[src/hw/rtl/srg_pkg.sv]
// srg_pkg: shared constants and types of the setpoint ramp generator
// depends on nothing; used by every other file of the block
`default_nettype none

package srg_pkg;

	// timer ticks in one second; zero falls back to one
	localparam int unsigned TICKS_PER_SECOND = 1000;
	localparam int unsigned TICK_DIV = (TICKS_PER_SECOND == 0) ? 1 : TICKS_PER_SECOND;

	localparam int unsigned VALUE_W = 16;
	localparam int unsigned FRAC_W  = 16;
	localparam int unsigned TIMER_W = 16;
	localparam int unsigned RATE_W  = 16;

	// reciprocal of the tick divisor, exact for any 16-bit dividend
	localparam int unsigned RECIP_SHIFT = 32;
	localparam int unsigned RECIP_W     = 33;
	localparam logic [RECIP_W-1:0] TICK_RECIP =
		RECIP_W'((64'd1 << RECIP_SHIFT) / 64'(TICK_DIV) + 64'd1);

	// configuration register indexes
	localparam int unsigned CFG_IDX_W = 2;
	localparam logic [CFG_IDX_W-1:0] REG_RATE_UP   = 2'd0;
	localparam logic [CFG_IDX_W-1:0] REG_RATE_DOWN = 2'd1;

	// operation codes
	localparam logic OP_STEP   = 1'b0;
	localparam logic OP_PRESET = 1'b1;

	// item after the input stage: timer already reduced to whole seconds
	typedef struct packed {
		logic                      operation;
		logic signed [VALUE_W-1:0] target_value;
		logic [TIMER_W-1:0]        seconds;
	} item_t;

	typedef struct packed {
		logic signed [VALUE_W-1:0] ramp_out;
		logic                      at_target;
	} result_t;

endpackage

`default_nettype wire

[src/hw/rtl/srg_if.sv]
// srg_if: valid/ready channels for step items and ramp results
// depends on srg_pkg
`default_nettype none

interface srg_step_if;
	logic                               valid;
	logic                               ready;
	logic                               operation;
	logic signed [srg_pkg::VALUE_W-1:0] target_value;
	logic [srg_pkg::TIMER_W-1:0]        timer_now;

	modport source (output valid, output operation, output target_value, output timer_now,
		input ready);
	modport sink (input valid, input operation, input target_value, input timer_now,
		output ready);
endinterface

interface srg_result_if;
	logic                               valid;
	logic                               ready;
	logic signed [srg_pkg::VALUE_W-1:0] ramp_out;
	logic                               at_target;

	modport source (output valid, output ramp_out, output at_target, input ready);
	modport sink (input valid, input ramp_out, input at_target, output ready);
endinterface

`default_nettype wire

[src/hw/rtl/setpoint_ramp_generator_core.sv]
// setpoint_ramp_generator_core: top level of the slew-limited setpoint ramp
// depends on srg_pkg, srg_if, srg_in_stage and srg_ramp_stage
`default_nettype none

// Slew-rate limited setpoint ramp. Every step transaction carries a target and
// the current value of a free-running 16-bit tick counter; the block measures
// whole seconds since the previous transaction (ticks / TICKS_PER_SECOND, rest
// dropped) and moves a 16.16 output accumulator toward the target by rate_up or
// rate_down per second, saturating at the target. A preset transaction loads
// the output, clears the fraction and restarts the time base. Each transaction
// gives one result transaction. An accepted transaction is held in the input
// register and moves on to the result register once that register is empty or
// its result is being taken. The tick divide is a reciprocal multiply ahead of
// the input register; the accumulator update and the clamp sit between the
// input register and the result register. Throughput is one transaction per
// cycle while results are taken; while a finished result waits, one more
// transaction is still taken into the input register, and only with both
// registers full does the input stall. Write rate_up and rate_down only while
// no transaction is in flight.
module setpoint_ramp_generator_core (
	input  wire logic                            clk,
	input  wire logic                            arst_n,
	// configuration write port
	input  wire logic                            cfg_we,
	input  wire logic [srg_pkg::CFG_IDX_W-1:0]   cfg_index,
	input  wire logic [srg_pkg::RATE_W-1:0]      cfg_data,
	// channels
	srg_step_if.sink                             step_ch,
	srg_result_if.source                         result_ch
);

	logic [srg_pkg::RATE_W-1:0] rate_up_q;
	logic [srg_pkg::RATE_W-1:0] rate_down_q;

	logic             valid_s1;
	srg_pkg::item_t   item_s1;
	logic             take;
	logic             valid_s2;
	srg_pkg::result_t result_s2;

	// configuration registers; unknown indexes are ignored
	always_ff @(posedge clk or negedge arst_n) begin
		if (!arst_n) begin
			rate_up_q   <= '0;
			rate_down_q <= '0;
		end else if (cfg_we) begin
			case (cfg_index)
				srg_pkg::REG_RATE_UP:   rate_up_q   <= cfg_data;
				srg_pkg::REG_RATE_DOWN: rate_down_q <= cfg_data;
				default: ;
			endcase
		end
	end

	// input register and seconds calculation
	srg_in_stage u_in_stage (
		.clk      (clk),
		.arst_n   (arst_n),
		.step_ch  (step_ch),
		.take     (take),
		.valid_s1 (valid_s1),
		.item_s1  (item_s1)
	);

	// accumulator, clamp and result register
	srg_ramp_stage u_ramp_stage (
		.clk       (clk),
		.arst_n    (arst_n),
		.valid_s1  (valid_s1),
		.item_s1   (item_s1),
		.rate_up   (rate_up_q),
		.rate_down (rate_down_q),
		.out_ready (result_ch.ready),
		.take      (take),
		.valid_s2  (valid_s2),
		.result_s2 (result_s2)
	);

	assign result_ch.valid     = valid_s2;
	assign result_ch.ramp_out  = result_s2.ramp_out;
	assign result_ch.at_target = result_s2.at_target;

endmodule

`default_nettype wire

[src/hw/rtl/srg_in_stage.sv]
// srg_in_stage: input register; turns elapsed timer ticks into whole seconds
// depends on srg_pkg and srg_step_if
`default_nettype none

module srg_in_stage (
	input  wire logic         clk,
	input  wire logic         arst_n,
	srg_step_if.sink          step_ch,
	input  wire logic         take,
	output logic              valid_s1,
	output srg_pkg::item_t    item_s1
);

	logic [srg_pkg::TIMER_W-1:0] last_time_q;
	logic [srg_pkg::TIMER_W-1:0] elapsed;
	logic [srg_pkg::TIMER_W+srg_pkg::RECIP_W-1:0] quot_prod;
	logic [srg_pkg::TIMER_W-1:0] seconds;
	logic accept;

	assign step_ch.ready = !valid_s1 || take;
	assign accept        = step_ch.valid && step_ch.ready;

	// wrapped tick difference, divided by reciprocal multiply
	assign elapsed   = step_ch.timer_now - last_time_q;
	assign quot_prod = {{srg_pkg::RECIP_W{1'b0}}, elapsed} *
		{{srg_pkg::TIMER_W{1'b0}}, srg_pkg::TICK_RECIP};
	assign seconds   = quot_prod[srg_pkg::RECIP_SHIFT +: srg_pkg::TIMER_W];

	always_ff @(posedge clk or negedge arst_n) begin
		if (!arst_n) begin
			valid_s1    <= 1'b0;
			last_time_q <= '0;
		end else begin
			if (accept) begin
				valid_s1    <= 1'b1;
				last_time_q <= step_ch.timer_now;
			end else if (take) begin
				valid_s1 <= 1'b0;
			end
		end
	end

	always_ff @(posedge clk) begin
		if (accept) begin
			item_s1.operation    <= step_ch.operation;
			item_s1.target_value <= step_ch.target_value;
			item_s1.seconds      <= (step_ch.operation == srg_pkg::OP_PRESET) ? '0 : seconds;
		end
	end

endmodule

`default_nettype wire

[src/hw/rtl/srg_ramp_stage.sv]
// srg_ramp_stage: 16.16 accumulator update, target clamp and result register
// depends on srg_pkg
`default_nettype none

module srg_ramp_stage (
	input  wire logic                         clk,
	input  wire logic                         arst_n,
	input  wire logic                         valid_s1,
	input  wire srg_pkg::item_t               item_s1,
	input  wire logic [srg_pkg::RATE_W-1:0]   rate_up,
	input  wire logic [srg_pkg::RATE_W-1:0]   rate_down,
	input  wire logic                         out_ready,
	output logic                              take,
	output logic                              valid_s2,
	output srg_pkg::result_t                  result_s2
);

	localparam int unsigned ACC_W = srg_pkg::VALUE_W + srg_pkg::FRAC_W + 2;
	localparam int unsigned HI_W  = ACC_W - srg_pkg::FRAC_W;
	localparam int unsigned MOV_W = srg_pkg::RATE_W + srg_pkg::TIMER_W;

	logic signed [srg_pkg::VALUE_W-1:0] value_q;
	logic [srg_pkg::FRAC_W-1:0]         frac_q;

	logic                               rising;
	logic [srg_pkg::RATE_W-1:0]         rate;
	logic [MOV_W-1:0]                   move;
	logic signed [ACC_W-1:0]            base;
	logic signed [ACC_W-1:0]            acc;
	logic signed [HI_W-1:0]             hi;
	logic signed [HI_W-1:0]             tgt_ext;
	logic signed [srg_pkg::VALUE_W-1:0] value_nx;
	logic [srg_pkg::FRAC_W-1:0]         frac_nx;

	assign take = valid_s1 && (!valid_s2 || out_ready);

	assign rising  = item_s1.target_value > value_q;
	assign rate    = rising ? rate_up : rate_down;
	assign move    = MOV_W'(rate) * MOV_W'(item_s1.seconds);
	assign base    = {{(ACC_W-srg_pkg::VALUE_W-srg_pkg::FRAC_W){value_q[srg_pkg::VALUE_W-1]}},
		value_q, frac_q};
	assign acc     = rising ? base + $signed({{(ACC_W-MOV_W){1'b0}}, move})
		: base - $signed({{(ACC_W-MOV_W){1'b0}}, move});
	assign hi      = acc[ACC_W-1:srg_pkg::FRAC_W];
	assign tgt_ext = HI_W'(item_s1.target_value);

	always_comb begin
		value_nx = value_q;
		frac_nx  = frac_q;
		if (item_s1.operation == srg_pkg::OP_PRESET) begin
			value_nx = item_s1.target_value;
			frac_nx  = '0;
		end else if (item_s1.target_value != value_q) begin
			frac_nx = acc[srg_pkg::FRAC_W-1:0];
			// saturate at the target, never pass it
			if (rising ? (hi > tgt_ext) : (hi < tgt_ext)) begin
				value_nx = item_s1.target_value;
			end else begin
				value_nx = hi[srg_pkg::VALUE_W-1:0];
			end
		end
	end

	always_ff @(posedge clk or negedge arst_n) begin
		if (!arst_n) begin
			value_q  <= '0;
			frac_q   <= '0;
			valid_s2 <= 1'b0;
		end else begin
			if (take) begin
				value_q  <= value_nx;
				frac_q   <= frac_nx;
				valid_s2 <= 1'b1;
			end else if (out_ready) begin
				valid_s2 <= 1'b0;
			end
		end
	end

	always_ff @(posedge clk) begin
		if (take) begin
			result_s2.ramp_out  <= value_nx;
			result_s2.at_target <= (value_nx == item_s1.target_value);
		end
	end

endmodule

`default_nettype wire
[src/flat_wrapper.sv]
// flat-port wrapper written by rule: the top's interface ports become plain ports
module setpoint_ramp_generator_core_flat 
  (clk, arst_n, cfg_we, cfg_index, cfg_data, step_ch_valid, step_ch_operation, step_ch_target_value, step_ch_timer_now, step_ch_ready, result_ch_valid, result_ch_ramp_out, result_ch_at_target, result_ch_ready);
  srg_step_if step_ch_i ();
  srg_result_if result_ch_i ();
  input  wire logic clk;
  input  wire logic arst_n;
  input  wire logic cfg_we;
  input  wire logic [srg_pkg::CFG_IDX_W-1:0] cfg_index;
  input  wire logic [srg_pkg::RATE_W-1:0] cfg_data;
  input wire logic [$bits(step_ch_i.valid)-1:0] step_ch_valid;
  input wire logic [$bits(step_ch_i.operation)-1:0] step_ch_operation;
  input wire logic [$bits(step_ch_i.target_value)-1:0] step_ch_target_value;
  input wire logic [$bits(step_ch_i.timer_now)-1:0] step_ch_timer_now;
  output wire logic [$bits(step_ch_i.ready)-1:0] step_ch_ready;
  output wire logic [$bits(result_ch_i.valid)-1:0] result_ch_valid;
  output wire logic [$bits(result_ch_i.ramp_out)-1:0] result_ch_ramp_out;
  output wire logic [$bits(result_ch_i.at_target)-1:0] result_ch_at_target;
  input wire logic [$bits(result_ch_i.ready)-1:0] result_ch_ready;
  assign step_ch_i.valid = step_ch_valid;
  assign step_ch_i.operation = step_ch_operation;
  assign step_ch_i.target_value = step_ch_target_value;
  assign step_ch_i.timer_now = step_ch_timer_now;
  assign step_ch_ready = step_ch_i.ready;
  assign result_ch_valid = result_ch_i.valid;
  assign result_ch_ramp_out = result_ch_i.ramp_out;
  assign result_ch_at_target = result_ch_i.at_target;
  assign result_ch_i.ready = result_ch_ready;
  setpoint_ramp_generator_core u_core (.clk(clk), .arst_n(arst_n), .cfg_we(cfg_we), .cfg_index(cfg_index), .cfg_data(cfg_data), .step_ch(step_ch_i), .result_ch(result_ch_i));
endmodule
[config.mk]
export PLATFORM = sky130hd
export DESIGN_NAME = setpoint_ramp_generator_core_flat
export DESIGN_NICKNAME = d
export VERILOG_FILES = /design/src/hw/rtl/srg_pkg.sv /design/src/hw/rtl/srg_if.sv /design/src/hw/rtl/setpoint_ramp_generator_core.sv /design/src/hw/rtl/srg_in_stage.sv /design/src/hw/rtl/srg_ramp_stage.sv /design/src/flat_wrapper.sv
export SDC_FILE = /design/constraint.sdc
export NUM_CORES = 1
export LEC_CHECK = 0
export BUFFER_PORTS_ARGS = -buffer_cell sky130_fd_sc_hd__buf_2
export CORE_UTILIZATION = 30
export CTS_CLUSTER_SIZE = 25
export DETAILED_ROUTE_END_ITERATION = 10
export PLACE_DENSITY = 0.55
export SETUP_SLACK_MARGIN = 0.3
export SLEW_MARGIN = 20
export SYNTH_ARGS = -nofsm -noshare
export SYNTH_HDL_FRONTEND = slang
export SYNTH_SLANG_ARGS = --single-unit
[constraint.sdc]
create_clock -name clk -period 23.9 [get_ports clk]
set_input_delay 2.39 -clock clk [delete_from_list [all_inputs] [get_ports clk]]
set_output_delay 2.39 -clock clk [all_outputs]
set_load 0.1 [all_outputs]
# After elaboration in Yosys (flattened, before gate mapping)
# Index checks and enable logic that the tools add are counted.
# totals
reg_bits	132
input_bits	56
output_inout_bits	19
wordCells	49
# classes
n_addsub	3
multipliers	2
order_cmp	3
n_eq_ne	3
n_mux	12
n_reduce_logical	13
# ops
operator	n
2-to-1 mux 16 bit	6
multiplier 16 x 20 -> 36 bit, second input constant	1
adder 32 x 33 -> 34 bit	1
2-to-1 mux 34 bit	1
subtractor 32 x 33 -> 34 bit	1
multiplier 16 x 16 -> 32 bit	1
> comparator 18 x 16 -> 1 bit	1
< comparator 18 x 16 -> 1 bit	1
== test 16 bit	1
> comparator 16 bit	1
inequality test 16 bit	1
subtractor 16 bit	1
AND reduction 2 bit	3
nonzero test 2 bit	3
2-to-1 mux 1 bit	5
== test 2 x 1 -> 1 bit, second input constant	1
logical AND 1 bit	2
logical NOT 1 bit	2
logical NOT 2 bit	1
logical OR 1 bit	2

# Depth between registers and ports, before layout
# depth
word_depth	11
depth_mapped	60
depth_no_buf	55

# Cells and area by module
# From an unflattened synthesis, not the netlist that was laid out.
# unflattened
hier_cells	2632
hier_area_um2	23328.6
# by_module_without_submodules
module	instances	cells_per_inst	area_each_um2	seq_area_each_um2
srg_ramp_stage	1	1900	15549.9	1336.3
srg_in_stage	1	664	6566.3	1146.1
setpoint_ramp_generator_core	1	68	1212.4	800.8

# Worst setup path after synthesis
# No wires, ideal clock.
# synth_path
kind	reg2reg
start	register u_core.u_ramp_stage.value_q[15] in the netlist's numbering
end	register u_core.u_ramp_stage.value_q[11] in the netlist's numbering
setup_ps	125
arrival_ps	12467
required_ps	23775
slack_ps	11308
stages_incl_launch_ff	56
n_path_buf	5
period_less_slack_ps	12592
path_cell_list	dfrtp_1 > inv_1 > ha_1 > nand4_4 > nor4_2 > or3_1 > buf_6 > clkbuf_1 > nand2_1 > nand2_1 > nand2_1 > fa_1 > inv_1 > fa_1 > ha_1 > fa_1 > ha_1 > inv_1 > (+20 left out) > o2111ai_1 > and2_1 > o31ai_1 > a21o_1 > a21oi_1 > xnor2_1 > xnor2_1 > ha_1 > nand4_1 > nor4_1 > a221oi_1 > o41ai_1 > or3_1 > mux4_2 > clkbuf_1 > a31oi_1 > o22ai_1 > mux2_2
# synth_between
elab_chain_len	10
elab_cells_between_ends	13
classes_between	add/sub (2); mul (1); order compare (3); eq/ne (1); mux (6)
# synth_lines
element	line_no	source
start, declared	srg_ramp_stage.sv:22	logic signed [srg_pkg::VALUE_W-1:0] value_q;
start signal, assigned	srg_ramp_stage.sv:71	value_q <= value_nx;
> comparator 16 bit	srg_ramp_stage.sv:37	assign rising = item_s1.target_value > value_q;
2-to-1 mux 16 bit	srg_ramp_stage.sv:38	assign rate = rising ? rate_up : rate_down;
multiplier 16 x 16 -> 32 bit	srg_ramp_stage.sv:39	assign move = MOV_W'(rate) * MOV_W'(item_s1.seconds);
subtractor 32 x 33 -> 34 bit or adder 32 x 33 -> 34 bit (tied branches)	srg_ramp_stage.sv:43, srg_ramp_stage.sv:42	
2-to-1 mux 34 bit	srg_ramp_stage.sv:42	assign acc = rising ? base + $signed({{(ACC_W-MOV_W){1'b0}}, move})
< comparator 18 x 16 -> 1 bit or > comparator 18 x 16 -> 1 bit (tied branches)	srg_ramp_stage.sv:56	if (rising ? (hi > tgt_ext) : (hi < tgt_ext)) begin
2-to-1 mux 1 bit	srg_ramp_stage.sv:56	
2-to-1 mux 16 bit	srg_ramp_stage.sv:56	
2-to-1 mux 16 bit *	srg_ramp_stage.sv:53	end else if (item_s1.target_value != value_q) begin
2-to-1 mux 16 bit *	srg_ramp_stage.sv:50	if (item_s1.operation == srg_pkg::OP_PRESET) begin
named net u_core.u_ramp_stage.value_nx (one bit)	srg_ramp_stage.sv:32	logic signed [srg_pkg::VALUE_W-1:0] value_nx;
# Mark *: on every way through the listed nets, which the timed path passes. The rest lies on a longest branch.
# A chain may end at the register's enable or synchronous reset.

# Final worst setup path
# layout_path
start	register u_core.u_ramp_stage.value_q[5] in the netlist's numbering
end	register u_core.u_ramp_stage.value_q[10] in the netlist's numbering
# Same word-level chain as after synthesis.

==> results.md <==
* Worst setup EP type: flip-flop
* Routability cong. at 0.908
* Die area at 0.0594 sq mm
* Wire length per cell at 16.8 um
* Grt total ovfl at 0
* CTS H-Tree Depth at 4
* Vias in the first global route at 14200
* FF+latch count, synth at 123
* Critical path buffer and inverter count at 5
* Max-cap violations at 0
* Layout Cells excl Fill at 2729
* Min-delay worst type: reg -> reg
* WL final at 45800 um
* WP data arrival at 15180 ps
* Mapped cell area at 0.0175 sq mm
* CTS tree: done
* Final Util at 33.7%
* I/O pin total at 75
* Fin. Hold Viols at 0
* Layout cells sized above 1 at 10.1%
* Via Count at 13500
* Synth warnings at 0
* 1st-iter DRT viols at 653
* Crit-path max FO at 28
* Pin count of the biggest net entering global routing at 53
* Sequential fraction of the synthesis area at 18.7%
* Rows at 88
* Delay-heaviest family, CP: adder cells
* WS Path Type: reg -> reg
* Vias/cell at 4.93
* Number of setup buffers added after CTS at 0
* Avg Inst Size Synth at 9.30 sq um
* Final Max Slew Viols at 0
* Clock transition at path regs at 60 ps
* CTS root buf: clkbuf_16
* Mapped Nets at 2385
* CP Data Required Time at 24260 ps
* Core footprint at 0.0577 sq mm
* Longest Clk Path Bufs at 2
* Drt pass-1 iters at 5
* Fin crit share at 62.0%
* Post_cts resized at 0
* Setup TNS at 0 ps
* Ys async rst share at 66.7%
* Slew headroom at 23.9%
* Yosys cell types at 84
* Initial Util at 30.4%
* Die Wd at 244 um
* CP peak stage delay at 860 ps
* Max Fclk at 67.5 MHz
* Most frequent cells in the layout: ha_1 (310), inv_1 (307), nand2_1 (144)
* Cells after Synth at 1884
* Post-synth EDFFs at 41
* Setup crit start kind: flip-flop
* Main synth FF type: dfrtp_1
* Most common cell after layout, fill and taps aside: ha_1
* Dpl hpwl at 37500 um
* Port bufs at 74
* Clk_lat worst skew at 480 ps
* Cell repeated most along the worst path: ha_1
* Ant. Diodes at 0
* Die height at 244 um
* Antenna Nets Post-Route at 0
* Worst-margin pin slew at 1140 ps
* Placed cells at 2697
* Fillers at 5975
* Final min period at 14820 ps
* Synthesis-to-finish area growth at 10.8%
* DRC viols at 0
* CP max-delay cell: nor2_1
* Initial antenna violation count at 1
* RSZ-0062 raised after global routing: no
* # setup viols final at 0
* CTS buffer count at 17
* Result of the run: finished, final reports clean
* Final setup skew at 12.6 ps
* Layout Nets at 2452
* Tot GR Track Use at 16.1%
* First-pass GRT wire length at 74800 um
* Clk sinks at 123
* Cts hold-fix bufs at 0
## registers in the layout (all words and copies together) (netlist names)
| signal | cells |
|---|---|
| u_core.u_in_stage.item_s1 | 24 |
| u_core.u_ramp_stage.result_s2 | 17 |
| u_core.rate_down_q | 16 |
| u_core.rate_up_q | 16 |
| u_core.u_in_stage.last_time_q | 16 |
| u_core.u_ramp_stage.frac_q | 16 |
| u_core.u_ramp_stage.value_q | 16 |
| u_core.u_in_stage.valid_s1 | 1 |
| u_core.u_ramp_stage.valid_s2 | 1 |
## through the flow
step                      hold WS, ps  cell area [sq um]  setup slack [ps]
after floorplan                   449              17500             11310
after global placement            463              18800              9560
after detailed placement          476              18800              9300
after CTS                         490              19400              9270
after global routing              529              19400              8090
final                             486              19400              9080
## cells by family after synthesis
family          after synthesis  share of synthesized area [%]
compound gates              362                           13.9
flops                       123                           18.7
mux                          53                           3.45
xor+xnor                    109                           5.76
fa+ha+maj                   445                           37.6
buf+inv                     351                           7.61
simple gates                441                           13.0
## tightest hold or removal path: stages (launching register included)
cell and delay, ps:
dfrtp_1 340, nand2_1 50, o31ai_1 60
## Yosys cell counts (4+ instances only)
cell	n	share of area [%]
o21a_1	22	0.94
or3_1	10	0.36
o22ai_1	18	0.64
clkbuf_1	38	0.81
nor2b_1	31	1.1
nand3b_1	5	0.21
nand3_1	13	0.37
a22oi_1	6	0.26
nand4_1	19	0.68
or2_2	10	0.36
ha_1	310	22
dfrtp_1	82	12
a31oi_1	19	0.68
xor2_1	53	2.6
mux2i_1	6	0.34
and2_1	49	1.7
mux2_2	45	2.9
and3_1	8	0.29
o2111ai_1	7	0.35
o21ai_0	63	1.8
nor4_1	8	0.29
a211oi_1	10	0.43
nor2_1	77	1.6
xnor2_1	52	2.6
nor3_1	19	0.54
inv_1	308	6.6
a2111oi_0	6	0.30
edfxtp_1	41	7.0
nand2_1	144	3.1
a21oi_1	81	2.3
o21bai_1	10	0.43
o31ai_1	16	0.69
fa_1	135	15
o211ai_1	5	0.21
o41ai_1	5	0.25
a22o_1	11	0.55
nand2b_1	23	0.82
xnor3_1	4	0.51
a21o_1	43	1.8
## final timing paths
| path | startpoint | end | slack, ps | cells past startpoint |
|---|---|---|---|---|
| max | u_core.u_ramp_stage.value_q[5]$_DFFE_PN0P_ | u_core.u_ramp_stage.value_q[10]$_DFFE_PN0P_ | 9080 | 51 |
| min | u_core.u_ramp_stage.frac_q[0]$_DFFE_PN0P_ | u_core.u_ramp_stage.frac_q[0]$_DFFE_PN0P_ | 490 | 2 |
| max reg2reg | u_core.u_ramp_stage.value_q[5]$_DFFE_PN0P_ | u_core.u_ramp_stage.value_q[10]$_DFFE_PN0P_ | 9080 | 51 |
| min reg2reg | u_core.u_ramp_stage.frac_q[0]$_DFFE_PN0P_ | u_core.u_ramp_stage.frac_q[0]$_DFFE_PN0P_ | 490 | 2 |
| max in group asynchronous | arst_n | u_core.u_in_stage.last_time_q[14]$_DFFE_PN0P_ | 20910 | 2 |
| min in group asynchronous | arst_n | u_core.u_ramp_stage.value_q[0]$_DFFE_PN0P_ | 1940 | 1 |
## metal layers
metal | GRT usage (%) | wire length, um | vias to the layer above
met5 | 0 | 0 | -
met4 | 6.12 | 1240 | 0
met3 | 2.96 | 1870 | 54
met2 | 27.2 | 22200 | 241
met1 | 20.2 | 20500 | 6588
li1 | - | - | 6570
## cell type report
type / instances / area, sq um / share of cell area, %
inverter: 309 / 1160 / 5.97
multi-input combinational: 1410 / 12900 / 66.5
tap: 765 / 957 / 4.93
timing repair buffer: 90 / 493 / 2.54
sequential: 123 / 3280 / 16.9
clock inverter: 5 / 51.3 / 0.264
clock buffer: 27 / 556 / 2.86
Power is not shown: default switching activity piles up to over one toggle a cycle in this logic, so the estimate is an artifact.
